**config.mk**
```make
export PLATFORM = sky130hd
export DESIGN_NAME = hilbert_index_to_point
export DESIGN_NICKNAME = d
export VERILOG_FILES = /design/src/sv/hip_pkg.sv /design/src/sv/hilbert_index_to_point.sv
export SDC_FILE = /design/constraint.sdc
export NUM_CORES = 2
export LEC_CHECK = 0
export ABC_AREA = 0
export BUFFER_PORTS_ARGS = -buffer_cell sky130_fd_sc_hd__clkbuf_2
export CAP_MARGIN = 0
export CORE_MARGIN = 3
export CORE_UTILIZATION = 30
export DETAILED_ROUTE_END_ITERATION = 10
export SYNTH_ARGS = -nofsm -noshare
export SYNTH_HDL_FRONTEND = slang
export SYNTH_SLANG_ARGS = --single-unit
```
**constraint.sdc**
```tcl
create_clock -name clk_i -period 7.55 [get_ports clk_i]
set_clock_uncertainty 0.05 [all_clocks]
set_input_delay 1.51 -clock clk_i [delete_from_list [all_inputs] [get_ports clk_i]]
set_output_delay 1.51 -clock clk_i [all_outputs]
set_load 0.01 [all_outputs]
```
**src/sv/hip_pkg.sv**
```systemverilog
// Shared types, constants and helpers for the Hilbert step-to-point pipeline.
// Holds the orientation table and the per-stage digit walk; no dependencies.
package hip_pkg;

  localparam int STEP_W     = 32;
  localparam int COORD_W    = 32;
  localparam int MAX_RANK   = 15;
  localparam int RANK_W     = 4;
  localparam int NUM_LVL    = MAX_RANK + 1;
  localparam int GRID_W     = NUM_LVL;
  localparam int LVL_PER_ST = 4;
  localparam int WALK_ST    = NUM_LVL / LVL_PER_ST;
  localparam int NUM_ST     = WALK_ST + 2;
  localparam int PROD_W     = COORD_W + GRID_W;
  localparam int SUM_W      = PROD_W + 1;
  localparam int CFG_IDX_W  = 3;
  localparam int DIR_W      = 2;

  localparam logic [COORD_W-1:0] UNIT_RST = COORD_W'(65536);
  localparam logic [RANK_W-1:0]  RANK_RST = RANK_W'(5);

  typedef enum logic [CFG_IDX_W-1:0] {
    CFG_RANK,
    CFG_UNIT,
    CFG_ORG_X,
    CFG_ORG_Y,
    CFG_START_DIR
  } hip_cfg_e;

  typedef enum logic [DIR_W-1:0] {
    DIR_R,
    DIR_L,
    DIR_D,
    DIR_U
  } hip_dir_e;

  typedef struct packed {
    logic     x;
    logic     y;
    hip_dir_e nxt;
  } hip_ent_t;

  typedef struct packed {
    hip_dir_e              dir;
    logic [LVL_PER_ST-1:0] x;
    logic [LVL_PER_ST-1:0] y;
  } hip_walk_t;

  typedef struct packed {
    logic [COORD_W-1:0] val;
    logic               sat;
  } hip_pt_t;

  // Quadrant offset and next orientation for one level.
  function automatic hip_ent_t hip_lookup(hip_dir_e dir, logic [1:0] digit);
    hip_ent_t e;
    unique case ({dir, digit})
      {DIR_R, 2'd0}: e = '{x: 1'b0, y: 1'b1, nxt: DIR_U};
      {DIR_R, 2'd1}: e = '{x: 1'b1, y: 1'b1, nxt: DIR_R};
      {DIR_R, 2'd2}: e = '{x: 1'b1, y: 1'b0, nxt: DIR_R};
      {DIR_R, 2'd3}: e = '{x: 1'b0, y: 1'b0, nxt: DIR_D};
      {DIR_L, 2'd0}: e = '{x: 1'b1, y: 1'b0, nxt: DIR_D};
      {DIR_L, 2'd1}: e = '{x: 1'b0, y: 1'b0, nxt: DIR_L};
      {DIR_L, 2'd2}: e = '{x: 1'b0, y: 1'b1, nxt: DIR_L};
      {DIR_L, 2'd3}: e = '{x: 1'b1, y: 1'b1, nxt: DIR_U};
      {DIR_D, 2'd0}: e = '{x: 1'b1, y: 1'b0, nxt: DIR_L};
      {DIR_D, 2'd1}: e = '{x: 1'b1, y: 1'b1, nxt: DIR_D};
      {DIR_D, 2'd2}: e = '{x: 1'b0, y: 1'b1, nxt: DIR_D};
      {DIR_D, 2'd3}: e = '{x: 1'b0, y: 1'b0, nxt: DIR_R};
      {DIR_U, 2'd0}: e = '{x: 1'b0, y: 1'b1, nxt: DIR_R};
      {DIR_U, 2'd1}: e = '{x: 1'b0, y: 1'b0, nxt: DIR_U};
      {DIR_U, 2'd2}: e = '{x: 1'b1, y: 1'b0, nxt: DIR_U};
      {DIR_U, 2'd3}: e = '{x: 1'b1, y: 1'b1, nxt: DIR_L};
      default:       e = '{x: 1'b0, y: 1'b0, nxt: DIR_R};
    endcase
    return e;
  endfunction

  // Walk LVL_PER_ST levels, top level first; levels above rank leave all as is.
  function automatic hip_walk_t hip_walk(hip_dir_e dir, logic [2*LVL_PER_ST-1:0] dig,
                                         logic [RANK_W-1:0] base,
                                         logic [RANK_W-1:0] rank);
    hip_walk_t         w;
    hip_ent_t          e;
    logic [RANK_W-1:0] lvl;
    w.dir = dir;
    w.x   = '0;
    w.y   = '0;
    for (int i = LVL_PER_ST - 1; i >= 0; i--) begin
      lvl = base + RANK_W'(i);
      if (lvl <= rank) begin
        e      = hip_lookup(w.dir, dig[2*i +: 2]);
        w.x[i] = e.x;
        w.y[i] = e.y;
        w.dir  = e.nxt;
      end
    end
    return w;
  endfunction

  // Signed origin plus unsigned product, clamped to the 32-bit range.
  function automatic hip_pt_t hip_sat(logic [COORD_W-1:0] origin, logic [PROD_W-1:0] prod);
    hip_pt_t          r;
    logic [SUM_W-1:0] sum;
    sum = {{(SUM_W - COORD_W){origin[COORD_W-1]}}, origin} + {1'b0, prod};
    if (sum[SUM_W-1:COORD_W-1] == '0 || sum[SUM_W-1:COORD_W-1] == '1) begin
      r.val = sum[COORD_W-1:0];
      r.sat = 1'b0;
    end else if (sum[SUM_W-1]) begin
      r.val = {1'b1, {(COORD_W - 1){1'b0}}};
      r.sat = 1'b1;
    end else begin
      r.val = {1'b0, {(COORD_W - 1){1'b1}}};
      r.sat = 1'b1;
    end
    return r;
  endfunction

endpackage

```
**src/sv/hilbert_index_to_point.sv**
```systemverilog
// Hilbert step-to-point mapper: maps each input step word to an output point word.
// Throughput one word per cycle while the output is not stalled; four walk stages of four levels each, then a
// 32x16 multiply stage and an add/saturate stage that is the output register.
// A stalled output fills empty stages first; ready drops only when all are full.
// Reset empties the pipeline and loads rank 5, unit 1.0, origin 0, direction U.
// Depends on hip_pkg.
module hilbert_index_to_point (
  input  logic                             clk_i,
  input  logic                             rst_ni,
  input  logic                             cfg_valid_i,
  output logic                             cfg_ready_o,
  input  logic [hip_pkg::CFG_IDX_W-1:0]    cfg_index_i,
  input  logic [hip_pkg::COORD_W-1:0]      cfg_data_i,
  input  logic                             in_valid_i,
  output logic                             in_ready_o,
  input  logic [hip_pkg::STEP_W-1:0]       step_number_i,
  output logic                             out_valid_o,
  input  logic                             out_ready_i,
  output logic signed [hip_pkg::COORD_W-1:0] point_x_o,
  output logic signed [hip_pkg::COORD_W-1:0] point_y_o,
  output logic [hip_pkg::GRID_W-1:0]       grid_x_o,
  output logic [hip_pkg::GRID_W-1:0]       grid_y_o,
  output logic                             is_final_o,
  output logic                             out_of_range_o
);
  import hip_pkg::*;

  // Configuration registers
  logic [RANK_W-1:0]  cfg_rank_q, cfg_rank_d;
  logic [COORD_W-1:0] cfg_unit_q, cfg_unit_d;
  logic [COORD_W-1:0] cfg_org_x_q, cfg_org_x_d;
  logic [COORD_W-1:0] cfg_org_y_q, cfg_org_y_d;
  logic [DIR_W-1:0]   cfg_dir_q, cfg_dir_d;

  // Pipeline control
  logic [NUM_ST-1:0] vld_q, vld_d;
  logic [NUM_ST-1:0] en;

  // Walk stages
  hip_dir_e           dir_q  [WALK_ST];
  hip_dir_e           dir_d  [WALK_ST];
  logic [GRID_W-1:0]  gx_q   [WALK_ST];
  logic [GRID_W-1:0]  gx_d   [WALK_ST];
  logic [GRID_W-1:0]  gy_q   [WALK_ST];
  logic [GRID_W-1:0]  gy_d   [WALK_ST];
  logic [STEP_W-1:0]  step_q [WALK_ST];
  logic [STEP_W-1:0]  step_d [WALK_ST];
  logic [WALK_ST-1:0] over_q, over_d;
  logic [WALK_ST-1:0] fin_q, fin_d;

  // Multiply stage
  logic [PROD_W-1:0] prod_x_q, prod_x_d;
  logic [PROD_W-1:0] prod_y_q, prod_y_d;
  logic [GRID_W-1:0] mgx_q, mgy_q;
  logic              mover_q, mfin_q;

  // Output stage
  logic [COORD_W-1:0] pt_x_q, pt_x_d;
  logic [COORD_W-1:0] pt_y_q, pt_y_d;
  logic [GRID_W-1:0]  ogx_q, ogy_q;
  logic               ofin_q;
  logic               orng_q, orng_d;

  // Range check on the raw step
  logic [RANK_W+1:0]  nbits;
  logic [STEP_W:0]    last_step;

  assign cfg_ready_o = 1'b1;

  always_comb begin
    cfg_rank_d  = cfg_rank_q;
    cfg_unit_d  = cfg_unit_q;
    cfg_org_x_d = cfg_org_x_q;
    cfg_org_y_d = cfg_org_y_q;
    cfg_dir_d   = cfg_dir_q;
    if (cfg_valid_i) begin
      unique case (cfg_index_i)
        CFG_RANK:      cfg_rank_d  = cfg_data_i[RANK_W-1:0];
        CFG_UNIT:      cfg_unit_d  = cfg_data_i;
        CFG_ORG_X:     cfg_org_x_d = cfg_data_i;
        CFG_ORG_Y:     cfg_org_y_d = cfg_data_i;
        CFG_START_DIR: cfg_dir_d   = cfg_data_i[DIR_W-1:0];
        default: ;  // drop writes to unknown registers
      endcase
    end
  end

  // A stage advances when it is empty or the next one advances.
  always_comb begin
    en[NUM_ST-1] = !vld_q[NUM_ST-1] || out_ready_i;
    for (int k = NUM_ST - 2; k >= 0; k--) begin
      en[k] = !vld_q[k] || en[k+1];
    end
    vld_d[0] = en[0] ? in_valid_i : vld_q[0];
    for (int k = 1; k < NUM_ST; k++) begin
      vld_d[k] = en[k] ? vld_q[k-1] : vld_q[k];
    end
  end

  assign in_ready_o = en[0];

  assign nbits     = ({2'b0, cfg_rank_q} + (RANK_W + 2)'(1)) << 1;
  assign last_step = ({{STEP_W{1'b0}}, 1'b1} << nbits) - (STEP_W + 1)'(1);

  always_comb begin
    hip_walk_t         w;
    hip_dir_e          src_dir;
    logic [GRID_W-1:0] src_gx;
    logic [GRID_W-1:0] src_gy;
    logic [STEP_W-1:0] src_step;
    int                base;
    for (int s = 0; s < WALK_ST; s++) begin
      base = NUM_LVL - LVL_PER_ST * (s + 1);
      if (s == 0) begin
        src_dir   = hip_dir_e'(cfg_dir_q);
        src_gx    = '0;
        src_gy    = '0;
        src_step  = step_number_i;
        over_d[s] = |({1'b0, step_number_i} & ~last_step);
        fin_d[s]  = ({1'b0, step_number_i} == last_step);
      end else begin
        src_dir   = dir_q[s-1];
        src_gx    = gx_q[s-1];
        src_gy    = gy_q[s-1];
        src_step  = step_q[s-1];
        over_d[s] = over_q[s-1];
        fin_d[s]  = fin_q[s-1];
      end
      w = hip_walk(src_dir, src_step[2*base +: 2*LVL_PER_ST], RANK_W'(base), cfg_rank_q);
      dir_d[s]  = w.dir;
      gx_d[s]   = src_gx;
      gy_d[s]   = src_gy;
      gx_d[s][base +: LVL_PER_ST] = w.x;
      gy_d[s][base +: LVL_PER_ST] = w.y;
      step_d[s] = src_step;
    end
  end

  assign prod_x_d = {{GRID_W{1'b0}}, cfg_unit_q} * {{COORD_W{1'b0}}, gx_q[WALK_ST-1]};
  assign prod_y_d = {{GRID_W{1'b0}}, cfg_unit_q} * {{COORD_W{1'b0}}, gy_q[WALK_ST-1]};

  always_comb begin
    hip_pt_t px;
    hip_pt_t py;
    px     = hip_sat(cfg_org_x_q, prod_x_q);
    py     = hip_sat(cfg_org_y_q, prod_y_q);
    pt_x_d = px.val;
    pt_y_d = py.val;
    orng_d = mover_q || px.sat || py.sat;
  end

  always_ff @(posedge clk_i or negedge rst_ni) begin
    if (!rst_ni) begin
      vld_q       <= '0;
      cfg_rank_q  <= RANK_RST;
      cfg_unit_q  <= UNIT_RST;
      cfg_org_x_q <= '0;
      cfg_org_y_q <= '0;
      cfg_dir_q   <= DIR_U;
    end else begin
      vld_q       <= vld_d;
      cfg_rank_q  <= cfg_rank_d;
      cfg_unit_q  <= cfg_unit_d;
      cfg_org_x_q <= cfg_org_x_d;
      cfg_org_y_q <= cfg_org_y_d;
      cfg_dir_q   <= cfg_dir_d;
    end
  end

  always_ff @(posedge clk_i) begin
    for (int s = 0; s < WALK_ST; s++) begin
      if (en[s]) begin
        dir_q[s]  <= dir_d[s];
        gx_q[s]   <= gx_d[s];
        gy_q[s]   <= gy_d[s];
        step_q[s] <= step_d[s];
        over_q[s] <= over_d[s];
        fin_q[s]  <= fin_d[s];
      end
    end
    if (en[WALK_ST]) begin
      prod_x_q <= prod_x_d;
      prod_y_q <= prod_y_d;
      mgx_q    <= gx_q[WALK_ST-1];
      mgy_q    <= gy_q[WALK_ST-1];
      mover_q  <= over_q[WALK_ST-1];
      mfin_q   <= fin_q[WALK_ST-1];
    end
    if (en[NUM_ST-1]) begin
      pt_x_q <= pt_x_d;
      pt_y_q <= pt_y_d;
      ogx_q  <= mgx_q;
      ogy_q  <= mgy_q;
      ofin_q <= mfin_q;
      orng_q <= orng_d;
    end
  end

  assign out_valid_o    = vld_q[NUM_ST-1];
  assign point_x_o      = pt_x_q;
  assign point_y_o      = pt_y_q;
  assign grid_x_o       = ogx_q;
  assign grid_y_o       = ogy_q;
  assign is_final_o     = ofin_q;
  assign out_of_range_o = orng_q;

  // The last point of the curve is never beyond it.
  a_fin_in_range: assert property (@(posedge clk_i) disable iff (!rst_ni)
    vld_q[0] && fin_q[0] |-> !over_q[0])
    else $error("final step flagged out of range");

  // Grid bits above the configured rank stay clear after the walk.
  a_grid_width: assert property (@(posedge clk_i) disable iff (!rst_ni)
    vld_q[WALK_ST-1] |->
      ((gx_q[WALK_ST-1] >> ({1'b0, cfg_rank_q} + (RANK_W + 1)'(1))) == '0) &&
      ((gy_q[WALK_ST-1] >> ({1'b0, cfg_rank_q} + (RANK_W + 1)'(1))) == '0))
    else $error("grid coordinate wider than rank");

  // Input is refused only when every stage holds a word.
  a_ready_full: assert property (@(posedge clk_i) disable iff (!rst_ni)
    !in_ready_o |-> (&vld_q))
    else $error("input stalled with an empty stage");

  // The second walk stage, when held, keeps its word.
  a_hold_walk: assert property (@(posedge clk_i) disable iff (!rst_ni)
    vld_q[1] && !en[1] |=> vld_q[1] && $stable(gx_q[1]) && $stable(step_q[1]))
    else $error("stalled walk stage lost its word");

endmodule
```
* Yosys cells after proc, flatten, opt, wreduce, memory -nomap -nowiden *
Memory sizes are Yosys's and may differ from the RTL's.
Cells that the tools add are included.

word-level totals
  bits in registers = 344
  memory bits (writable) = 264
  bits in read-only memories = 1024
  bits of input ports = 72
  output and inout bits = 101
  logic and storage cells = 164
  memories = 20

operators by class
  add/sub/neg operators = 4
  multipliers = 2
  $lt $le $gt $ge = 16
  equality and inequality tests = 7
  shifts and indexed selects = 1
  multiplexer cells = 56
  bitwise gates (word level) = 2
  reductions and logical operators = 25

memories
  name              depth  width  read ports  clocked after memory_dff  write ports  RTL line                      text
  step_q            4      32     3           0                         4            hilbert_index_to_point.sv:46  logic [STEP_W-1:0] step_q [WALK_ST];
  (name not given)  16     4      1           0                         0            hip_pkg.sv:57                 unique case ({dir, digit})
  (name not given)  16     4      1           0                         0            hip_pkg.sv:57
  (name not given)  16     4      1           0                         0            hip_pkg.sv:57
  (name not given)  16     4      1           0                         0            hip_pkg.sv:57
  (name not given)  16     4      1           0                         0            hip_pkg.sv:57
  +14 memories      n/a    n/a    n/a         n/a                       n/a          n/a

operators by type and width
  kind                     number
  $mux W33                 4
  $add A49 B48 Y49         2
  $mul A32 B16 Y48         2
  $eq A18 B18 Y1 const B   2
  $logic_not A18 Y1        2
  $mux W1                  36
  $and A32 B33 Y33         1
  $eq A32 B33 Y1           1
  $not A33 Y33             1
  $reduce_or A33 Y1        1
  $shl A1 B6 Y33 const A   1
  $sub A33 B1 Y33 const B  1
  $le A4 B4 Y1 const A     8
  $mux W2                  12
  $le A3 B4 Y1 const A     4
  $mux W3                  4
  $logic_or A1 B1 Y1       10
  $reduce_and A2 Y1        5
  $le A1 B4 Y1 const A     2
  $le A2 B4 Y1 const A     2
  $eq A3 B2 Y1 const B     2
  $logic_not A1 Y1         6
  $add A4 B1 Y5 const B    1
  $eq A3 B1 Y1 const B     1
  other kinds (2)          2

* Logic depth before layout (Yosys ltp) *
  depth after elaboration = 9
  gate-level depth with buffers = 26
  depth with buffers taken out = 25

* Worst setup path after synthesis *
Ideal clock, no wire load.

  kind = flip-flop to flip-flop
  from = reg cfg_unit_q[11]
  to = reg prod_y_q[45] (data pin)
  setup time = 0.264 ns
  arrival = 6.330 ns
  data required time = 7.236 ns
  path slack = 0.907 ns
  cell stages (with the launch flop) = 25
  buffers on the path = 1
  period minus slack after synthesis = 6.643 ns
  path through = dfrtp_1 -> clkbuf_1 -> nand2_1 -> fa_1 -> fa_1 -> fa_1 -> inv_1 -> fa_1 -> fa_1 -> inv_1 -> fa_1 -> inv_1 -> ha_1 -> a21o_1 -> a21o_1 -> a21o_1 -> a221oi_1 -> o21ai_1 -> a21o_1 -> a31oi_2 -> o31a_1 -> nand2_1 -> and2_1 -> a221oi_1 -> xnor2_1

between the ends
  word-level cells in the longest chain between the ends = 1

RTL lines
  element                   RTL line                       text
  start: declaration        hilbert_index_to_point.sv:30   logic [COORD_W-1:0] cfg_unit_q, cfg_unit_d;
  start signal: assignment  hilbert_index_to_point.sv:163  cfg_unit_q <= cfg_unit_d;
  $mul A32 B16 Y48          hilbert_index_to_point.sv:140  assign prod_y_d = {{GRID_W{1'b0}}, cfg_unit_q} * {{COORD_W{1'b0}}, gy_q[WALK_ST-1]};
  named net prod_y_d[45]    hilbert_index_to_point.sv:53   logic [PROD_W-1:0] prod_y_q, prod_y_d;
  end signal: assignment    hilbert_index_to_point.sv:183  prod_y_q <= prod_y_d;
  end: declaration          hilbert_index_to_point.sv:53

The timed path passes the listed nets, and every way through them passes these cells.
A chain may end at the register's enable or synchronous reset.

* Worst setup path after layout *
  from = reg cfg_unit_q[12]
  to = reg prod_y_q[44] (data pin)

Same word-level chain as after synthesis.

==> impl_metrics.yaml <==
final_layout:
  drive_gt1_frac: 0.1073
  layout.cells.non_filler: 8279
  synthToLayoutAreaGrowth_pct: 11.37
  num-nets-final: 7049
timing:
  worst_slew_pin_slew_ns: 1.122
  period_needed_ns: 7.174
  slew_headroom: 0.2518
  hold_viol: 0
  setup_violations: 0
  min_period_over_period: 0.9502
  setup_slack_ns: 0.3757
  slew_viol_final: 0
  grt_setup_unrepaired: "false"
  finalSetupTns_ns: 0
  hold_slack_ns: 0.3621
  fmax_mhz: 139.4
cts:
  clkLatencyLatePin_ns: 0.68
  h-tree-depth: 2
  cts_buffers: 59
  cts_tree: "done"
  cts.sinks: 478
  root_buffer: "clkbuf_16"
  clock_tree.buffer_depth: 3
  hold_buffers: 0
  clk_pin_slew_worst_paths_ns: 0.07
placed_design:
  place_congestion: 0.8871
  post-dp-hpwl_mm: 123.7
  pre_cts_ws_ns: 0.3386
  place_inst: 8161
  numPortBuffers: 171
grt:
  grt.busiest_layer: "met2"
  overflow: 0
  grtUsageMet1: 0.2135
  grt_max_degree: 68
  grt_usage: 0.1619
  grt_antenna_before_repair: 9
  grt_pass1_wl_mm: 242.3
  grt_pass1_vias: 41704
  grtUsageMet3: 0.02565
  grt_use_met2: 0.2659
worst_setup_path:
  critPathLaunch: "cfg_unit_q[12]"
  rr_worst_depth: 24
  cp_max_fo: 13
  crit_path_start_kind: "register"
  r2r_start: "cfg_unit_q[12]"
  endpoint: "prod_y_q[44]"
  arrival_ns: 7.53
  cp.required_ns: 7.90
  reg2reg_setup_slack_ns: 0.38
  rr_endpoint: "prod_y_q[44]"
  end_kind: "register"
  criticalPathCategory: "register to register"
logic_synthesis:
  netlist_area_mm2: 0.05611
  synth.avg_cell_area_um2: 9.981
  syn_inst: 5622
  async_flop_share: 0.2259
  synth_seq_area_share: 0.2463
  ys_seq_elements: 478
  synth_top_area_cell: "fa_1"
  yosys.area.top_type_share: 0.2990
  synth_cell_types: 100
  yosysWarningCount: 0
  synth_top_flop_cell: "edfxtp_1"
  synth_area_leaders: "fa_1, edfxtp_1, ha_1"
  synth_edf_count: 370
run_status:
  outcome: "completed"
floorplanning:
  rows: 158
  core_mm2: 0.1856
  io_pins: 173
  die_y_um: 438.5
  die_w_um: 438.5
  dieArea_mm2: 0.1923
  initial_utilization: 0.3023
route:
  vias: 39685
  wirelength_mm: 153.6
  post_drt_wl_per_cell_um: 18.55
  first_iter_violations: 2637
  ant_nets: 0
  drc_errors: 0
  firstDrtPassIters: 6
  routed_via_density: 4.793
hold_path:
  hp-class: "register to register"
flow_run:
  maxCapViolations: 0
[through the flow]
| stage | util | area, um^2 |
|---|---|---|
| 3_3_place_gp | 0.3251 | 60360 |
| 3_5_place_dp | 0.3251 | 60360 |
| 5_1_grt | 0.3366 | 62490 |
| 2_1_floorplan | - | 56120 |
| 6_report | 0.3367 | 62490 |
| 4_1_cts | 0.3364 | 62440 |
[placed cells by master, fill, tap and decap left out, types with 14 or more instances in the layout]
cell type,count
and2_1,440
nand2b_1,30
and3_1,16
buf_4,130
nor2_1,176
nor2b_1,23
nor4_1,14
clkbuf_16,62
clkbuf_2,170
xor2_1,73
nand2_1,750
o211ai_1,18
o21ai_1,29
a211oi_1,16
ha_1,392
a31oi_1,20
dfrtp_1,98
o21a_1,50
buf_12,16
a21oi_1,227
a21oi_2,35
edfxtp_1,370
xnor2_1,157
nor3_1,25
mux2_2,99
fa_1,838
nand3_1,37
o21bai_1,29
o21ai_0,105
inv_1,972
a21o_1,95
nand4_1,50
[what timing repair did]
item | in CTS | in global routing
setup endpoints to repair | 0 | 6
setup buffers | 0 | 5
gates resized for setup | 0 | 3
[cells in the mapped netlist (all sizes together) (28+ instances only)]
library cell and number:
nand4 50, buf 28, ha 392, a21oi 265
nand2 752, and2 441, xor2 73, dfrtp 103
o21bai 29, xnor2 158, edfxtp 370, nand3 40
inv 973, o21ai 136, nor2 178, a21o 97
mux2 99, nand2b 30, o21a 50, fa 838
clkbuf 229
[worst min path at each step]
stage,slack (ns),cells after the start,end,startpoint
after floorplan,0.35,0,fin_q[1],fin_q[0]
after global placement,0.35,0,gx_q[2][9],gx_q[1][9]
after detailed placement,0.35,0,gx_q[3][15],gx_q[2][15]
after CTS,0.36,0,gx_q[3][15],gx_q[2][15]
after global routing,0.37,0,is_final_o,mfin_q
final,0.36,0,gx_q[3][15],gx_q[2][15]
[registers in the layout, summed over array words and instances, names as in the netlist, 40 cells and up]
signal,flops
step_q,48
gy_q,40
gx_q,40
prod_y_q,48
prod_x_q,48
[cell families after synthesis]
group	share of synthesized area
AOI/OAI and AO/OA	0.08652
xor gates and xnor gates	0.03639
adders and majority gates	0.3864
buffers and inverters	0.08406
DFF	0.2463
muxes	0.02165
other	0.0001338
and+or+nand+nor	0.1386
[metal layers]
metal	vias to the layer above	routed length [um]
met4	2	6559
met1	20264	65220
met5	-	19
met3	229	9304
li1	18096	-
met2	1094	72480
[worst max-delay path, stage by stage, from the launching register on]
cell and delay (ns):
dfrtp_1 0.61, buf_4 0.31, and2_1 0.19, fa_1 0.54
inv_1 0.05, fa_1 0.45, fa_1 0.51, inv_1 0.05
fa_1 0.49, fa_1 0.49, inv_1 0.04, fa_1 0.47
inv_1 0.04, ha_1 0.36, o21a_1 0.15, o21ai_1 0.07
a21oi_1 0.15, o21ai_0 0.08, a31oi_1 0.25, o211ai_1 0.25
and3b_1 0.27, or3_1 0.44, a31oi_2 0.21, o21ai_0 0.10
a211o_1 0.28
[final cells by class]
class | instances | area, um^2
Antenna cell | 3 | 7.507
Clock buffer | 72 | 1639
Clock inverter | 38 | 444.2
Fill cell | 18778 | 123100
Inverter | 975 | 3662
Multi-Input combinational cell | 3914 | 37640
Sequential cell | 478 | 13830
Tap cell | 2480 | 3103
Timing Repair Buffer | 319 | 2171
Power is not shown: default switching activity piles up to over one toggle a cycle in this logic, so the estimate is an artifact.
